## src/hbw_pkg.sv

```systemverilog
package hbw_pkg;

   localparam int MAX_CLIENTS = 8;
   localparam int OP_W        = 2;
   localparam int ID_W        = 3;
   localparam int TS_W        = 32;
   localparam int CNT_W       = 32;
   localparam int MASK_W      = 8;
   localparam int STATUS_W    = 3;

   // req_tdata: client_slot, timeout_limit, required, time_now, padded to bytes
   localparam int REQ_FIELDS_W = ID_W + TS_W + 1 + TS_W;
   localparam int REQ_DATA_W   = ((REQ_FIELDS_W + 7) / 8) * 8;
   // rsp_tdata: status, late_mask, feed_grant, grant_count, denial_count
   localparam int RSP_FIELDS_W = STATUS_W + MASK_W + 1 + CNT_W + CNT_W;
   localparam int RSP_DATA_W   = ((RSP_FIELDS_W + 7) / 8) * 8;

   localparam int CSR_ADDR_W = 3;
   localparam int CSR_DATA_W = 32;
   localparam logic CSR_IDX_ENABLE = 1'b0;

   typedef enum logic [OP_W-1:0] {
      OP_REGISTER  = 2'd0,
      OP_HEARTBEAT = 2'd1,
      OP_CHECK     = 2'd2,
      OP_FEED      = 2'd3
   } op_type;

   typedef enum logic [STATUS_W-1:0] {
      ST_OK        = 3'd0,
      ST_INVALID   = 3'd1,
      ST_NOT_INIT  = 3'd2,
      ST_NOT_REG   = 3'd3,
      ST_NOT_READY = 3'd4,
      ST_EXPIRED   = 3'd5
   } status_type;

   typedef struct packed {
      logic              done;
      logic [MASK_W-1:0] found;
   } chk_status_type;

endpackage

```

## src/hbw_ram.sv

```systemverilog
module hbw_ram #(
   parameter int WIDTH = 32,
   parameter int DEPTH = 8
) (
   input  logic                                 clock,
   input  logic                                 we,
   input  logic [(DEPTH > 1 ? $clog2(DEPTH) : 1)-1:0] waddr,
   input  logic [WIDTH-1:0]                     wdata,
   input  logic [(DEPTH > 1 ? $clog2(DEPTH) : 1)-1:0] raddr,
   output logic [WIDTH-1:0]                     rdata
);

   logic [WIDTH-1:0] mem [DEPTH];
   logic [WIDTH-1:0] rdata_ff;

   always_ff @(posedge clock) begin
      if (we) begin
         mem[waddr] <= wdata;
      end
      rdata_ff <= mem[raddr];
   end

   assign rdata = rdata_ff;

endmodule

```

## src/hbw_csr.sv

```systemverilog
module hbw_csr (
   input  logic                            clock,
   input  logic                            reset,
   input  logic                            csr_psel,
   input  logic                            csr_penable,
   input  logic                            csr_pwrite,
   input  logic [hbw_pkg::CSR_ADDR_W-1:0]  csr_paddr,
   input  logic [hbw_pkg::CSR_DATA_W-1:0]  csr_pwdata,
   output logic [hbw_pkg::CSR_DATA_W-1:0]  csr_prdata,
   output logic                            csr_pready,
   output logic                            enable
);

   logic enable_ff;
   logic enable_in;
   logic reg_idx;
   logic wr_en;

   assign reg_idx = csr_paddr[2];
   assign wr_en   = csr_psel && csr_penable && csr_pwrite;

   always_comb begin
      enable_in = enable_ff;
      if (wr_en && (reg_idx == hbw_pkg::CSR_IDX_ENABLE)) begin
         enable_in = csr_pwdata[0];
      end
   end

   always_ff @(posedge clock) begin
      if (reset) begin
         enable_ff <= 1'b0;
      end else begin
         enable_ff <= enable_in;
      end
   end

   assign csr_prdata = (reg_idx == hbw_pkg::CSR_IDX_ENABLE) ?
                       hbw_pkg::CSR_DATA_W'(enable_ff) : '0;
   assign csr_pready = 1'b1;
   assign enable     = enable_ff;

endmodule

```

## src/hbw_check.sv

```systemverilog
module hbw_check #(
   parameter int CLIENTS = hbw_pkg::MAX_CLIENTS,
   localparam int AW = (CLIENTS > 1) ? $clog2(CLIENTS) : 1
) (
   input  logic                        clock,
   input  logic                        reset,
   input  logic                        start,
   input  logic [hbw_pkg::TS_W-1:0]    now,
   input  logic [CLIENTS-1:0]          active,
   input  logic [hbw_pkg::TS_W-1:0]    rd_timeout,
   input  logic [hbw_pkg::TS_W-1:0]    rd_beat,
   output logic [AW-1:0]               rd_addr,
   output hbw_pkg::chk_status_type     chk
);

   localparam int CW = $clog2(CLIENTS + 1);

   logic [CW-1:0]                issue_cnt_ff, issue_cnt_in;
   logic                         issuing_ff, issuing_in;
   logic                         eval_valid_ff, eval_valid_in;
   logic [AW-1:0]                eval_idx_ff, eval_idx_in;
   logic [CLIENTS-1:0]           found_ff, found_in;
   logic                         done_ff, done_in;
   logic [hbw_pkg::TS_W-1:0]     age;

   assign rd_addr = issue_cnt_ff[AW-1:0];
   assign age     = now - rd_beat;

   always_comb begin
      issue_cnt_in  = issue_cnt_ff;
      issuing_in    = issuing_ff;
      eval_valid_in = 1'b0;
      eval_idx_in   = eval_idx_ff;
      found_in      = found_ff;
      done_in       = 1'b0;

      // issue one slot read per cycle
      if (start) begin
         issue_cnt_in = '0;
         issuing_in   = 1'b1;
         found_in     = '0;
      end else if (issuing_ff) begin
         eval_valid_in = 1'b1;
         eval_idx_in   = issue_cnt_ff[AW-1:0];
         issue_cnt_in  = issue_cnt_ff + CW'(1);
         if (issue_cnt_ff == CW'(CLIENTS - 1)) begin
            issuing_in = 1'b0;
         end
      end

      // evaluate the slot whose read data has just returned
      if (eval_valid_ff) begin
         if (active[eval_idx_ff] && (age > rd_timeout)) begin
            found_in[eval_idx_ff] = 1'b1;
         end
         if (eval_idx_ff == AW'(CLIENTS - 1)) begin
            done_in = 1'b1;
         end
      end
   end

   always_ff @(posedge clock) begin
      if (reset) begin
         issuing_ff    <= 1'b0;
         eval_valid_ff <= 1'b0;
         done_ff       <= 1'b0;
      end else begin
         issuing_ff    <= issuing_in;
         eval_valid_ff <= eval_valid_in;
         done_ff       <= done_in;
      end
      issue_cnt_ff <= issue_cnt_in;
      eval_idx_ff  <= eval_idx_in;
      found_ff     <= found_in;
   end

   assign chk.done  = done_ff;
   assign chk.found = hbw_pkg::MASK_W'(found_ff);

endmodule

```

## src/multi_client_heartbeat_watchdog_top.sv

```systemverilog
// Heartbeat watchdog supervisor for up to CLIENTS software clients.
// Request channel (req_*): one item per operation; req_tuser carries the
// operation (register, heartbeat, check, feed), req_tdata the arguments.
// Response channel (rsp_*): exactly one item per request, in order, with the
// status, expired mask, feed grant and the saturating grant/denial totals.
// Control port (csr_*): register 0 is the enable bit; with it clear every
// operation that passes its argument checks answers not-initialized.
// Timing: one item is worked on at a time. Register and heartbeat go from
// accept through EXEC to RESP; check and feed, unless disabled, also pass
// through SCAN, where the scan reads one client slot per cycle from the
// timeout and heartbeat memories.
// The next request is accepted in the cycle after the response is loaded.
// Stall: a response held by rsp_tready low blocks loading the next one;
// the block finishes its current item and then waits.
// Reset: synchronous and active high; clears enable, all client bits and
// both totals. No clearing pass runs: memory data is used only for
// clients that were registered and have sent a heartbeat since.
module multi_client_heartbeat_watchdog_top #(
   parameter int CLIENTS = hbw_pkg::MAX_CLIENTS
) (
   input  logic                            clock,
   input  logic                            reset,
   // request item
   input  logic                            req_tvalid,
   output logic                            req_tready,
   // [1:0] op
   input  logic [hbw_pkg::OP_W-1:0]        req_tuser,
   // [2:0] client_slot, [34:3] timeout_limit, [35] required, [67:36] time_now
   input  logic [hbw_pkg::REQ_DATA_W-1:0]  req_tdata,
   // response item
   output logic                            rsp_tvalid,
   input  logic                            rsp_tready,
   // [2:0] status, [10:3] late_mask, [11] feed_grant,
   // [43:12] grant_count, [75:44] denial_count
   output logic [hbw_pkg::RSP_DATA_W-1:0]  rsp_tdata,
   // control registers
   input  logic                            csr_psel,
   input  logic                            csr_penable,
   input  logic                            csr_pwrite,
   input  logic [hbw_pkg::CSR_ADDR_W-1:0]  csr_paddr,
   input  logic [hbw_pkg::CSR_DATA_W-1:0]  csr_pwdata,
   output logic [hbw_pkg::CSR_DATA_W-1:0]  csr_prdata,
   output logic                            csr_pready
);

   localparam int AW    = (CLIENTS > 1) ? $clog2(CLIENTS) : 1;
   localparam int ID_W  = hbw_pkg::ID_W;
   localparam int TS_W  = hbw_pkg::TS_W;
   localparam int CNT_W = hbw_pkg::CNT_W;

   typedef enum logic [3:0] {
      IDLE = 4'b0001,
      EXEC = 4'b0010,
      SCAN = 4'b0100,
      RESP = 4'b1000
   } state_type;

   state_type                   state_ff, state_in;

   // latched request
   hbw_pkg::op_type             op_ff, op_in;
   logic [ID_W-1:0]             id_ff, id_in;
   logic [TS_W-1:0]             timeout_ff, timeout_in;
   logic                        required_ff, required_in;
   logic [TS_W-1:0]             now_ff, now_in;

   // client bookkeeping
   logic [CLIENTS-1:0]          registered_ff, registered_in;
   logic [CLIENTS-1:0]          required_bits_ff, required_bits_in;
   logic [CLIENTS-1:0]          seen_ff, seen_in;
   logic [CNT_W-1:0]            granted_ff, granted_in;
   logic [CNT_W-1:0]            denied_ff, denied_in;

   // result under construction and output register
   hbw_pkg::status_type         res_status_ff, res_status_in;
   logic [hbw_pkg::MASK_W-1:0]  res_mask_ff, res_mask_in;
   logic                        res_grant_ff, res_grant_in;
   logic                        rsp_valid_ff, rsp_valid_in;
   logic [hbw_pkg::RSP_DATA_W-1:0] rsp_data_ff, rsp_data_in;

   logic                        enable;
   logic                        id_ok;
   logic [AW-1:0]               slot;
   logic                        tm_we;
   logic                        hb_we;
   logic                        chk_start;
   logic [AW-1:0]               rd_addr;
   logic [TS_W-1:0]             rd_timeout;
   logic [TS_W-1:0]             rd_beat;
   hbw_pkg::chk_status_type     chk;
   hbw_pkg::status_type         chk_status;

   hbw_csr u_csr (
      .clock       (clock),
      .reset       (reset),
      .csr_psel    (csr_psel),
      .csr_penable (csr_penable),
      .csr_pwrite  (csr_pwrite),
      .csr_paddr   (csr_paddr),
      .csr_pwdata  (csr_pwdata),
      .csr_prdata  (csr_prdata),
      .csr_pready  (csr_pready),
      .enable      (enable)
   );

   // Writes happen only in EXEC and scan reads are used only in SCAN, so the
   // sequencer keeps a write and a scan read from touching the same entry at once.
   hbw_ram #(
      .WIDTH (TS_W),
      .DEPTH (CLIENTS)
   ) u_timeout_ram (
      .clock (clock),
      .we    (tm_we),
      .waddr (slot),
      .wdata (timeout_ff),
      .raddr (rd_addr),
      .rdata (rd_timeout)
   );

   hbw_ram #(
      .WIDTH (TS_W),
      .DEPTH (CLIENTS)
   ) u_beat_ram (
      .clock (clock),
      .we    (hb_we),
      .waddr (slot),
      .wdata (now_ff),
      .raddr (rd_addr),
      .rdata (rd_beat)
   );

   hbw_check #(
      .CLIENTS (CLIENTS)
   ) u_check (
      .clock      (clock),
      .reset      (reset),
      .start      (chk_start),
      .now        (now_ff),
      .active     (required_bits_ff & seen_ff),
      .rd_timeout (rd_timeout),
      .rd_beat    (rd_beat),
      .rd_addr    (rd_addr),
      .chk        (chk)
   );

   assign slot  = id_ff[AW-1:0];
   assign id_ok = ({1'b0, id_ff} < (ID_W + 1)'(CLIENTS));

   // not ready outranks expired; the mask is reported either way
   always_comb begin
      if ((required_bits_ff & ~seen_ff) != '0) begin
         chk_status = hbw_pkg::ST_NOT_READY;
      end else if (chk.found != '0) begin
         chk_status = hbw_pkg::ST_EXPIRED;
      end else begin
         chk_status = hbw_pkg::ST_OK;
      end
   end

   always_comb begin
      state_in         = state_ff;
      op_in            = op_ff;
      id_in            = id_ff;
      timeout_in       = timeout_ff;
      required_in      = required_ff;
      now_in           = now_ff;
      registered_in    = registered_ff;
      required_bits_in = required_bits_ff;
      seen_in          = seen_ff;
      granted_in       = granted_ff;
      denied_in        = denied_ff;
      res_status_in    = res_status_ff;
      res_mask_in      = res_mask_ff;
      res_grant_in     = res_grant_ff;
      rsp_valid_in     = rsp_valid_ff;
      rsp_data_in      = rsp_data_ff;
      tm_we            = 1'b0;
      hb_we            = 1'b0;
      chk_start        = 1'b0;

      // drop the response once taken
      if (rsp_valid_ff && rsp_tready) begin
         rsp_valid_in = 1'b0;
      end

      case (state_ff)
         IDLE: begin
            if (req_tvalid) begin
               op_in       = hbw_pkg::op_type'(req_tuser);
               id_in       = req_tdata[ID_W-1:0];
               timeout_in  = req_tdata[ID_W +: TS_W];
               required_in = req_tdata[ID_W + TS_W];
               now_in      = req_tdata[ID_W + TS_W + 1 +: TS_W];
               state_in    = EXEC;
            end
         end
         EXEC: begin
            res_status_in = hbw_pkg::ST_OK;
            res_mask_in   = '0;
            res_grant_in  = 1'b0;
            state_in      = RESP;
            case (op_ff)
               hbw_pkg::OP_REGISTER: begin
                  if (!id_ok || (timeout_ff == '0)) begin
                     res_status_in = hbw_pkg::ST_INVALID;
                  end else if (!enable) begin
                     res_status_in = hbw_pkg::ST_NOT_INIT;
                  end else begin
                     tm_we                  = 1'b1;
                     registered_in[slot]    = 1'b1;
                     seen_in[slot]          = 1'b0;
                     required_bits_in[slot] = required_ff;
                  end
               end
               hbw_pkg::OP_HEARTBEAT: begin
                  if (!id_ok) begin
                     res_status_in = hbw_pkg::ST_INVALID;
                  end else if (!enable) begin
                     res_status_in = hbw_pkg::ST_NOT_INIT;
                  end else if (!registered_ff[slot]) begin
                     res_status_in = hbw_pkg::ST_NOT_REG;
                  end else begin
                     hb_we         = 1'b1;
                     seen_in[slot] = 1'b1;
                  end
               end
               hbw_pkg::OP_CHECK,
               hbw_pkg::OP_FEED: begin
                  if (!enable) begin
                     res_status_in = hbw_pkg::ST_NOT_INIT;
                  end else begin
                     chk_start = 1'b1;
                     state_in  = SCAN;
                  end
               end
               default: begin
                  res_status_in = hbw_pkg::ST_INVALID;
               end
            endcase
         end
         SCAN: begin
            // hold until the slot walk completes, then settle status, mask and, for a feed, the totals
            if (chk.done) begin
               res_status_in = chk_status;
               res_mask_in   = chk.found;
               if (op_ff == hbw_pkg::OP_FEED) begin
                  if (chk_status != hbw_pkg::ST_OK) begin
                     if (denied_ff != '1) begin
                        denied_in = denied_ff + CNT_W'(1);
                     end
                  end else begin
                     res_grant_in = 1'b1;
                     if (granted_ff != '1) begin
                        granted_in = granted_ff + CNT_W'(1);
                     end
                  end
               end
               state_in = RESP;
            end
         end
         RESP: begin
            // load the output register once it is free
            if (!rsp_valid_ff || rsp_tready) begin
               rsp_valid_in = 1'b1;
               rsp_data_in  = hbw_pkg::RSP_DATA_W'({denied_ff, granted_ff, res_grant_ff,
                                                    res_mask_ff, res_status_ff});
               state_in     = IDLE;
            end
         end
         default: begin
            state_in = IDLE;
         end
      endcase
   end

   always_ff @(posedge clock) begin
      if (reset) begin
         state_ff         <= IDLE;
         registered_ff    <= '0;
         required_bits_ff <= '0;
         seen_ff          <= '0;
         granted_ff       <= '0;
         denied_ff        <= '0;
         rsp_valid_ff     <= 1'b0;
      end else begin
         state_ff         <= state_in;
         registered_ff    <= registered_in;
         required_bits_ff <= required_bits_in;
         seen_ff          <= seen_in;
         granted_ff       <= granted_in;
         denied_ff        <= denied_in;
         rsp_valid_ff     <= rsp_valid_in;
      end
      op_ff         <= op_in;
      id_ff         <= id_in;
      timeout_ff    <= timeout_in;
      required_ff   <= required_in;
      now_ff        <= now_in;
      res_status_ff <= res_status_in;
      res_mask_ff   <= res_mask_in;
      res_grant_ff  <= res_grant_in;
      rsp_data_ff   <= rsp_data_in;
   end

   assign req_tready = (state_ff == IDLE);
   assign rsp_tvalid = rsp_valid_ff;
   assign rsp_tdata  = rsp_data_ff;

endmodule

```

## config.mk

```make
export PLATFORM = sky130hd
export DESIGN_NAME = multi_client_heartbeat_watchdog_top
export DESIGN_NICKNAME = d
export VERILOG_FILES = /design/src/hbw_pkg.sv /design/src/hbw_ram.sv /design/src/hbw_csr.sv /design/src/hbw_check.sv /design/src/multi_client_heartbeat_watchdog_top.sv
export SDC_FILE = /design/constraint.sdc
export NUM_CORES = 1
export LEC_CHECK = 0
export ABC_CLOCK_PERIOD_IN_PS = 18600
export BUFFER_PORTS_ARGS = -buffer_cell sky130_fd_sc_hd__buf_2
export CAP_MARGIN = 40
export CORE_ASPECT_RATIO = 0.7
export CORE_MARGIN = 5
export CORE_UTILIZATION = 47
export CTS_CLUSTER_SIZE = 10
export DETAILED_ROUTE_END_ITERATION = 8
export GPL_ROUTABILITY_DRIVEN = 0
export PLACE_DENSITY = 0.64
export SKIP_CTS_REPAIR_TIMING = 1
export SYNTH_ARGS = -nofsm -noshare
export SYNTH_HDL_FRONTEND = slang
export SYNTH_SLANG_ARGS = --single-unit
export TNS_END_PERCENT = 10
```

## constraint.sdc

```tcl
create_clock -name clock -period 18.6 [get_ports clock]
set_input_delay 0 -clock clock [delete_from_list [all_inputs] [get_ports clock]]
set_output_delay 0 -clock clock [all_outputs]
set_load 0.005 [all_outputs]
```

==> flow_summary.json <==
{
  "synth_edf_count": 673,
  "vias": 17900,
  "grt_pass1_wl_um": 104000,
  "routed_wl_um": 67700,
  "first_pass_iters": 5,
  "clockRootBuffer": "clkbuf_16",
  "yosysSeqAreaShare_pct": 71.2,
  "io_pins": 231,
  "diodes": 0,
  "drive_above_1_share_pct": 21.9,
  "multi_input_area_um2": 8960,
  "synthSimpleGateAreaFrac_pct": 6.19,
  "clk_pin_slew_ps": 50,
  "status": "finished clean",
  "viasPerCell": 5.36,
  "period_needed_ps": 5890,
  "rrSetupSlack_ps": 12710,
  "finalPower_uw": 4030,
  "grt_max_degree": 73,
  "worst_slack_ps": 12710,
  "ys.flop_type": "edfxtp_1",
  "fmax_ghz": 0.170,
  "cts_buffer_depth": 3,
  "slew_headroom_pct": 42.7,
  "clock_latency_ps": 640,
  "postSynthAreaPerCell_um2": 16.5,
  "finalCritPeriodShare_pct": 31.7,
  "finClkSkew_ps": 24.7,
  "hold_end": "timeout_ff[0]",
  "cts_sinks": 846,
  "reg2reg_to": "u_check.found_ff[7]",
  "first_global_vias": 17800,
  "ff2ff_path_depth": 19,
  "maxCapViolCount": 0,
  "yosysWarnings": 0,
  "peakVddDrop_mv": 0.0765,
  "p_sw_share_pct": 21.5,
  "path_max_fanout": 9,
  "worst_slew_pin_slew_ps": 859,
  "synth_cells": 2016,
  "async_reset_ff_share_pct": 0,
  "fin_nets": 2491,
  "antenna_found_initial": 3,
  "finalMaxSlewViolations": 0,
  "final_common_cell": "edfxtp_1",
  "setup_viol": 0,
  "totalNegativeSetupSlack_ps": 0,
  "cts_buffers": 95,
  "grt_setup_unrepaired": "false",
  "final_cell_mix": "edfxtp_1 (673), dfxtp_1 (170), buf_2 (159), nor2_1 (134), mux4_2 (129)",
  "cts_tree": "built",
  "synth_cell_type_count": 69,
  "io_buffers": 157,
  "hold_path_startpoint": "req_tdata[3]",
  "synth_compound_area_share_pct": 4.29,
  "dieArea_um2": 76300,
  "track_usage_pct": 17.6,
  "ff_latch_area_um2": 23700,
  "synth_top_family_by_area": "multiplexers",
  "p_comb_share_pct": 5.4,
  "drtIter0Drc": 1247,
  "reg2reg_from": "now_ff[0]",
  "die_height_um": 233,
  "n_fill_cell": 5434,
  "ys_ff_latch": 846,
  "min_path_cells": 2,
  "fin_area_um2": 38900,
  "antenna_left": 0,
  "crit_required_ps": 19110,
  "core_um2": 70000,
  "htreeDepth": 3,
  "synth_xor_area_share_pct": 1.82,
  "pre_cts_ws_ps": 12910,
  "finalHoldViolCount": 0,
  "sequentialPowerShare_pct": 53.0,
  "min_path_type": "in2reg",
  "wire_per_inst_um": 20.2,
  "end_kind": "flip-flop",
  "synth.cell_area_um2": 33300,
  "dp_hpwl_um": 40600,
  "start_util_pct": 47.5,
  "synth_mux_area_share_pct": 11.3,
  "post-route-drc-count": 0,
  "placed_area_um2": 35300,
  "power_density_nw_per_um2": 104,
  "grt-ovfl-total": 0,
  "power.switching_uw": 866,
  "die_w_um": 328,
  "p_int_uw": 3160,
  "pwr-share-clk_pct": 41.7,
  "critical_path_class": "reg2reg",
  "start_kind": "flip-flop",
  "leakage_uw": 0.0133,
  "rows": 81,
  "cp_data_arrival_time_ps": 6400,
  "area_delta_synth_final_pct": 16.8,
  "yosys.area_share.adder_pct": 2.54
}
-- area by class of cell --
cell class | instances | share of cell area (%)
timing repair buffer | 264 | 4.82
clock inverter | 9 | 0.274
clock buffer | 169 | 6.91
inverter | 97 | 0.937
sequential | 846 | 60.9
multi-input combinational | 1004 | 23.1
tap | 954 | 3.07
-- sequential cells by signal, summed over array words and instances, names as in the netlist, 2 cells and up, named ones only --
| name | count |
|---|---|
| denied_ff | 32 |
| granted_ff | 32 |
| id_ff | 3 |
| now_ff | 32 |
| op_ff | 2 |
| registered_ff | 8 |
| required_bits_ff | 8 |
| res_mask_ff | 8 |
| res_status_ff | 3 |
| rsp_tdata | 76 |
| state_ff | 4 |
| timeout_ff | 32 |
| u_beat_ram.mem | 256 |
| u_beat_ram.rdata | 32 |
| u_check.eval_idx_ff | 3 |
| u_check.found_ff | 8 |
| u_check.issue_cnt_ff | 4 |
| u_timeout_ram.mem | 256 |
| u_timeout_ram.rdata | 32 |
-- metrics by stage --
stage / hold slack (ps) / utilization (%) / cells
detailed placement: 178 / 50.4 / 3090
global route: 37.0 / 55.5 / 3343
finish: 58.9 / 55.5 / 3343
global placement: 176 / 50.2 / 3082
floorplan: 30.2 / - / 2050
CTS: -519 / 54.4 / 3268
-- power by group through the flow --
stage | Combinational (µW) | Clock (µW) | Sequential [µW]
after floorplan | 152 | 0 | 2150
after global placement | 196 | 0 | 2170
after detailed placement | 204 | 0 | 2170
after CTS | 205 | 1720 | 2130
after global routing | 241 | 1810 | 2140
final | 217 | 1680 | 2130
-- cell families (layout without fill, tap and decap cells) --
family | count (synthesis) | count (layout)
flip-flops | 846 | 846
multiplexers | 206 | 206
other | 2 | 36
AND/OR/NAND/NOR | 406 | 406
buffers and inverters | 200 | 539
XOR/XNOR | 69 | 69
AO/OA/AOI/OAI | 220 | 220
adder cells (fa/ha/maj) | 67 | 67
-- cell usage after synthesis, types with 17 or more instances --
cell type | instances | area, µm²
edfxtp_1 | 673 | 20200
dfxtp_1 | 173 | 3460
nor2_1 | 151 | 567
mux4_2 | 129 | 2910
inv_1 | 97 | 364
ha_1 | 66 | 826
a21oi_1 | 64 | 320
mux2_2 | 64 | 721
nand2_1 | 59 | 221
clkbuf_1 | 50 | 188
o21ai_0 | 48 | 240
xnor2_1 | 45 | 394
buf_4 | 36 | 270
or3_1 | 30 | 188
nand3_1 | 28 | 140
a21o_1 | 27 | 203
nand4_1 | 26 | 163
xor2_1 | 24 | 210
nor3_1 | 17 | 85.1
-- layer usage --
metal  GRT usage (%)  up-vias  wire length [µm]
li1                -     8301                 -
met1            25.9     9089             31500
met2            27.5      436             31400
met3            3.21       86              3570
met4            4.54        0              1160
met5               0        -                 0
-- worst max-delay path, stage by stage, from the launching register on --
cell      delay [ps]
edfxtp_1         520
inv_1            120
ha_1             160
inv_1             50
fa_1             400
a21o_1           180
a21o_1           200
a211oi_1         530
o211ai_1         230
a221oi_1         530
o311ai_0         350
a211oi_1         380
xnor2_1          120
ha_1             290
nand4_1          110
nor3_1           240
nand2_1           90
o31ai_1          680
nor3_1           240
a32o_1           320
-- worst max path at each step --
stage	start	to	slack [ps]	cells past startpoint
finish	now_ff[0]	u_check.found_ff[7]	12710	19
CTS	now_ff[0]	u_check.found_ff[6]	12860	20
detailed placement	now_ff[0]	u_check.found_ff[6]	12910	20
global placement	now_ff[0]	u_check.found_ff[7]	13030	19
floorplan	state_ff[3]	id_ff[0]	10710	2
global route	now_ff[0]	u_check.found_ff[6]	12390	20
No activity file was read; power rests on OpenSTA's default activity.
